$ cat src/rtl/core/chr_pkg.sv
// shared constants, types and hash mixer step for the consistent hash ring
// no dependencies
package chr_pkg;

  localparam int unsigned MaxServers = 512;
  localparam int unsigned RingDepth  = 3 * MaxServers;
  localparam int unsigned AddrW      = $clog2(RingDepth);
  localparam int unsigned CountW     = $clog2(RingDepth + 1);
  localparam int unsigned PosW       = 32;
  localparam int unsigned SrvW       = 17;
  localparam int unsigned StrideW    = 20;
  localparam logic [31:0] MixMult    = 32'h045d9f3b;
  localparam int unsigned MixShift   = 16;
  localparam logic [StrideW-1:0] StrideReset = 20'd100000;

  localparam logic [1:0] FuncLookup = 2'd0;
  localparam logic [1:0] FuncAdd    = 2'd1;
  localparam logic [1:0] FuncRemove = 2'd2;
  localparam logic [1:0] FuncUnused = 2'd3;

  localparam logic [1:0] StatOk     = 2'd0;
  localparam logic [1:0] StatEmpty  = 2'd1;
  localparam logic [1:0] StatFull   = 2'd2;
  localparam logic [1:0] StatAbsent = 2'd3;

  typedef struct packed {
    logic [PosW-1:0] pos;
    logic [SrvW-1:0] srv;
  } entry_t;

  // request to the hash mixer
  typedef struct packed {
    logic        start;
    logic [31:0] label;
  } mix_req_t;

  typedef struct packed {
    logic        done;
    logic [31:0] hash;
  } mix_rsp_t;

  function automatic logic [31:0] xs(input logic [31:0] x);
    return (x >> MixShift) ^ x;
  endfunction

endpackage

$ cat src/rtl/core/chr_mixer.sv
// multi-cycle xor-shift-multiply hash mixer, one multiply per cycle
// depends on chr_pkg
module chr_mixer (
  input  logic              clk_i,
  input  logic              rst_ni,
  input  chr_pkg::mix_req_t req_i,
  output chr_pkg::mix_rsp_t rsp_o
);

  logic [31:0] val_q, val_d;
  logic [1:0]  step_q, step_d;
  logic        busy_q, busy_d;
  logic        done_q, done_d;

  // one shared multiplier applied twice
  always_comb begin
    val_d  = val_q;
    step_d = step_q;
    busy_d = busy_q;
    done_d = 1'b0;
    if (req_i.start) begin
      val_d  = req_i.label;
      step_d = 2'd0;
      busy_d = 1'b1;
    end else if (busy_q) begin
      if (step_q == 2'd2) begin
        val_d  = chr_pkg::xs(val_q);
        busy_d = 1'b0;
        done_d = 1'b1;
      end else begin
        val_d  = chr_pkg::xs(val_q) * chr_pkg::MixMult;
        step_d = step_q + 2'd1;
      end
    end
  end

  always_ff @(posedge clk_i or negedge rst_ni) begin
    if (!rst_ni) begin
      busy_q <= 1'b0;
      done_q <= 1'b0;
      step_q <= 2'd0;
    end else begin
      busy_q <= busy_d;
      done_q <= done_d;
      step_q <= step_d;
    end
  end

  always_ff @(posedge clk_i) begin
    val_q <= val_d;
  end

  assign rsp_o.done = done_q;
  assign rsp_o.hash = val_q;

endmodule

$ cat config.mk
export PLATFORM = sky130hd
export DESIGN_NAME = chr_mixer
export DESIGN_NICKNAME = d
export VERILOG_FILES = /design/src/rtl/core/chr_pkg.sv /design/src/rtl/core/chr_mixer.sv
export SDC_FILE = /design/constraint.sdc
export NUM_CORES = 1
export LEC_CHECK = 0
export ABC_AREA = 1
export BUFFER_PORTS_ARGS = -buffer_cell sky130_fd_sc_hd__buf_2
export CAP_MARGIN = 20
export CORE_MARGIN = 2
export CORE_UTILIZATION = 55
export CTS_CLUSTER_DIAMETER = 50
export CTS_CLUSTER_SIZE = 16
export DETAILED_ROUTE_END_ITERATION = 7
export GPL_ROUTABILITY_DRIVEN = 0
export GPL_TIMING_DRIVEN = 0
export MAX_ROUTING_LAYER = met4
export PLACE_DENSITY = 0.73
export SYNTH_ARGS = -nofsm -noshare
export SYNTH_HDL_FRONTEND = slang
export SYNTH_SLANG_ARGS = --single-unit
$ cat constraint.sdc
create_clock -name clk_i -period 7.4 [get_ports clk_i]
set_clock_uncertainty 0.15 [all_clocks]
set_input_delay 0.37 -clock clk_i [delete_from_list [all_inputs] [get_ports clk_i]]
set_output_delay 0.37 -clock clk_i [all_outputs]
set_load 0.01 [all_outputs]
-- Yosys cells after proc, flatten, opt, wreduce, memory -nomap -nowiden
Index checks and enable logic that the tools add are counted.
- latch bits: 0
- memory bits (writable): 0
- memories kept: 0
- bits in read-only memories: 0
- output and inout port bits: 33
- word-level logic and storage cells: 23
- register bits: 36
- multipliers: 1
- shifts and indexed selects: 0
- $add $sub $neg: 1
- eq/ne operators: 2
- div/mod/pow operators: 0
- bitwise logic cells: 1
- magnitude comparators: 0
- reduce and logical (&&, ||, !) cells: 2
- multiplexer cells: 12
- operator list (kind ; count):
    32-bit two-way mux ; 3
    32-bit by 27-bit multiplier with 32-bit output (second input constant) ; 1
    16-bit by 32-bit XOR with 32-bit output ; 1
    1-bit two-way mux ; 6
    2-bit two-way mux ; 3
    2-bit by 1-bit adder with 2-bit output (second input constant) ; 1
    2-bit equality test (second input constant) ; 1
    2-bit inequality test (second input constant) ; 1
    2-bit AND reduction ; 1
    2-bit nonzero test ; 1

-- Depth between registers and ports, before layout
- word-level depth: 5
- depth in mapped cells: 31
- mapped depth without buffers: 31

-- Worst setup path before layout
OpenSTA, ideal clock, no wires.
- path type: register -> register
- start point: register val_q[20]
- end point: register val_q[23], data pin
- library setup time: 253 ps
- arrival: 5875 ps
- path buffers: 0
- path slack: 1122 ps
- cell stages (with the launch flop): 28
- cells stage by stage: edfxtp_1 -> or2_2 -> nand2_1 -> inv_1 -> ha_1 -> ha_1 -> a21oi_1 -> inv_1 -> ha_1 -> inv_1 -> fa_1 -> fa_1 -> inv_1 -> fa_1 -> fa_1 -> inv_1 -> fa_1 -> inv_1 -> ha_1 -> nand2_1 -> nor2_4 -> inv_2 -> o21ai_2 -> o21bai_4 -> a21oi_2 -> or2_1 -> nand3_1 -> nand2_1
- cells in the longest elaborated chain, start to end: 5
- ends and longest elaborated chain (item ; line ; RTL):
    from (decl) ; chr_mixer.sv:10 ; logic [31:0] val_q, val_d;
    from (signal assigned) ; chr_mixer.sv:50 ; val_q <= val_d;
    16-bit by 32-bit XOR with 32-bit output ; chr_pkg.sv:43 ; return (x >> MixShift) ^ x;
    32-bit by 27-bit multiplier with 32-bit output ; chr_mixer.sv:31 ; val_d = chr_pkg::xs(val_q) * chr_pkg::MixMult;
    32-bit two-way mux ; chr_mixer.sv:26 ; if (step_q == 2'd2) begin
    32-bit two-way mux ; chr_mixer.sv:25 ; end else if (busy_q) begin
    32-bit two-way mux ; chr_mixer.sv:21 ; if (req_i.start) begin
    net val_d[23] ; chr_mixer.sv:10 ;
The timed path passes the listed nets, and every way through them passes these cells. The select of a mux whose other input is x is not followed.
A chain may end at the register's enable or synchronous reset.

-- Final worst setup path
- start point: register val_q[20]
- end point: register val_q[31], data pin
The elaborated chain is that of the path after synthesis.

==> impl_metrics.py <==
metrics = {
    "place": {
        "port_buffers": 66,
        "hpwlAfterDp_mm": 27.99,
        "dpl-instance-area_mm2": 0.01224,
    },
    "clocking": {
        "htree_levels": 2,
        "clk_latency_ns": 0.30,
        "cts_root_buffer": "clkbuf_16",
        "cts_tree": "yes",
        "cts_made_buffers": 5,
        "cts_sinks": 36,
        "clk_pin_slew_ns": 0.06,
        "clockBufferDepth": 2,
    },
    "yosys": {
        "yosysWarnings": 0,
        "ys_seq_area_share_pct": 9.188,
        "synth_edf_count": 32,
        "syn_area_mm2": 0.01155,
        "synth_async_sr_flop_share_pct": 11.11,
        "ys_ff_latch": 36,
        "yosys_most_used_dff": "edfxtp_1",
        "synth_nets": 1764,
        "synth_cells": 1360,
        "avgSynthCellArea_um2": 8.491,
        "synth.distinct_cells": 47,
    },
    "timing": {
        "clock.fmax_mhz": 139.7,
        "setup_violations": 0,
        "period_needed_ns": 7.157,
        "hold_violations": 0,
        "worst_slew_pin_slew_ns": 0.9061,
        "relSlewSlack_pct": 39.59,
        "rsz0062_at_grt": "false",
        "holdWs_ns": 0.1896,
        "fin_crit_sh_pct": 96.72,
        "timing.setup.tns_ns": 0,
        "finalMaxSlewViolations": 0,
    },
    "floorplanning": {
        "initial_utilization_pct": 55.46,
        "die_h_um": 148.9,
        "ios": 68,
        "rows": 53,
        "die_w_um": 148.9,
        "die_area_mm2": 0.02217,
        "coreArea_mm2": 0.02082,
    },
    "global_route": {
        "grt_overflow": 0,
        "first_global_vias": 9424,
        "grt_usage_pct": 31.43,
        "grt_max_degree": 19,
        "grt_pass1_wl_mm": 50.51,
        "antenna_found_initial": 0,
    },
    "drt": {
        "drcViolationCount": 0,
        "wirelength_mm": 32.16,
        "ant_nets": 0,
        "vias": 9031,
        "viasPerCell": 5.217,
        "drt_iter0_markers": 634,
        "drt-pass1-iter-count": 5,
        "avgRoutedWirePerCell_um": 18.58,
    },
    "finish": {
        "seq_area_mm2": 0.001061,
        "final_cell_area_mm2": 0.01271,
        "multi_input_area_mm2": 0.008766,
        "fin_nets": 1859,
        "fillCellCount": 1815,
        "drive_gt1_share_pct": 10.65,
        "final_common_cell": "inv_1",
        "diodes": 0,
        "final_cell_mix": "inv_1, fa_1, nand2_1",
        "syn2layout_area_growth_pct": 10.07,
    },
    "worst_setup_path": {
        "timing.rr.start": "val_q[20]",
        "crit_arrival_ns": 7.06,
        "path_class": "reg -> reg",
        "cp_max_fo": 7,
        "cp.required_ns": 7.30,
        "r2r-end": "val_q[31]",
        "end_kind": "register",
        "rr_worst_depth": 24,
        "worstSetupStartpointType": "register",
        "reg2reg_slack_ns": 0.24,
    },
    "worst_hold_path": {
        "hold_path.class": "in -> reg",
        "hold-path-cell-count": 3,
        "min_to": "val_q[25]",
        "hp-start": "req_i[25]",
    },
    "run": {
        "cap_violations": 0,
    },
    "outcome": {
        "status": "finished clean",
    },
}
[per-layer routing]
metal / share of wire, % / track usage (%)
met1: 40 / 40.70
met2: 48 / 50.78
met3: 7.8 / 4.862
met4: 3.8 / 10.81
met5: 0 / -
[Yosys cell counts (5+ instances only)]
| cell type | n | share of area, % |
|---|---|---|
| a21oi_1 | 36 | 1.6 |
| edfxtp_1 | 32 | 8.3 |
| fa_1 | 202 | 35 |
| ha_1 | 167 | 18 |
| inv_1 | 473 | 15 |
| nand2_1 | 200 | 6.5 |
| nand2_2 | 11 | 0.60 |
| nand3_1 | 32 | 1.4 |
| nor2_1 | 36 | 1.2 |
| o211ai_1 | 6 | 0.39 |
| o21ai_0 | 23 | 1.0 |
| o21ai_1 | 6 | 0.26 |
| o21bai_1 | 5 | 0.33 |
| o221ai_1 | 7 | 0.53 |
| or2_2 | 6 | 0.33 |
| xnor2_1 | 16 | 1.2 |
| xor2_1 | 31 | 2.4 |
[cell type report]
type | instances | share of cell area, %
multi-input combinational | 838 | 68.97
inverter | 478 | 14.18
sequential | 36 | 8.348
timing repair buffer | 88 | 4.017
tap | 275 | 2.707
clock buffer | 5 | 0.9844
buffer | 8 | 0.4332
clock inverter | 3 | 0.3642
[logic make-up after synthesis]
kind of cell	after synthesis	share of synthesized area (%)
AO/OA/AOI/OAI	114	6.545
XOR/XNOR	49	3.847
adder cells (fa/ha/maj)	369	53.12
buffers and inverters	486	16.01
flip-flops	36	9.188
AND/OR/NAND/NOR	306	11.29
[sequential cells by signal, summed over array words and instances (netlist names)]
signal	flops
val_q	32
done_q	1
step_q	2
busy_q	1
[worst max-delay path by stage]
stage	depth (start not counted)	to	slack (ns)	start
2_1_floorplan	27	val_q[23]	1.12	val_q[20]
3_3_place_gp	25	val_q[29]	-0.21	val_q[16]
3_5_place_dp	25	val_q[29]	-0.27	val_q[16]
4_1_cts	23	val_q[28]	0.06	val_q[20]
5_1_grt	25	val_q[28]	0.006	val_q[18]
6_report	24	val_q[31]	0.24	val_q[20]
[metrics by stage]
step	cells	worst slack, ns	util (%)
final	1731	0.2431	61.04
after global routing	1731	0.005731	61.04
after CTS	1715	0.05798	60.00
after detailed placement	1703	-0.2718	58.79
after global placement	1701	-0.2061	58.69
after floorplan	1360	1.122	-
[timing repair]
item	in CTS	in global routing
setup buffers	3	16
setup endpoints to repair	12	12
pin swaps	0	0
hold endpoints to repair	4	0
resized for setup	6	13
hold buffers	1	0
[critical path, stage by stage, from the launching register on]
cell        delay, ns
edfxtp_1         0.47
or2_2            0.32
nand2_2          0.22
clkinvlp_4       0.24
ha_1             0.41
ha_1             0.24
a21oi_1          0.25
inv_1            0.10
ha_1             0.24
fa_1             0.47
fa_1             0.60
fa_1             0.44
fa_1             0.49
inv_1            0.05
fa_1             0.49
inv_1            0.09
ha_1             0.36
a21oi_1          0.23
o21ai_0          0.20
a211oi_1         0.34
nand3_1          0.18
inv_1            0.09
nand3_1          0.07
nand3_1          0.09
nand2_1          0.05
Power is not shown: default switching activity piles up to over one toggle a cycle in this logic, so the estimate is an artifact.
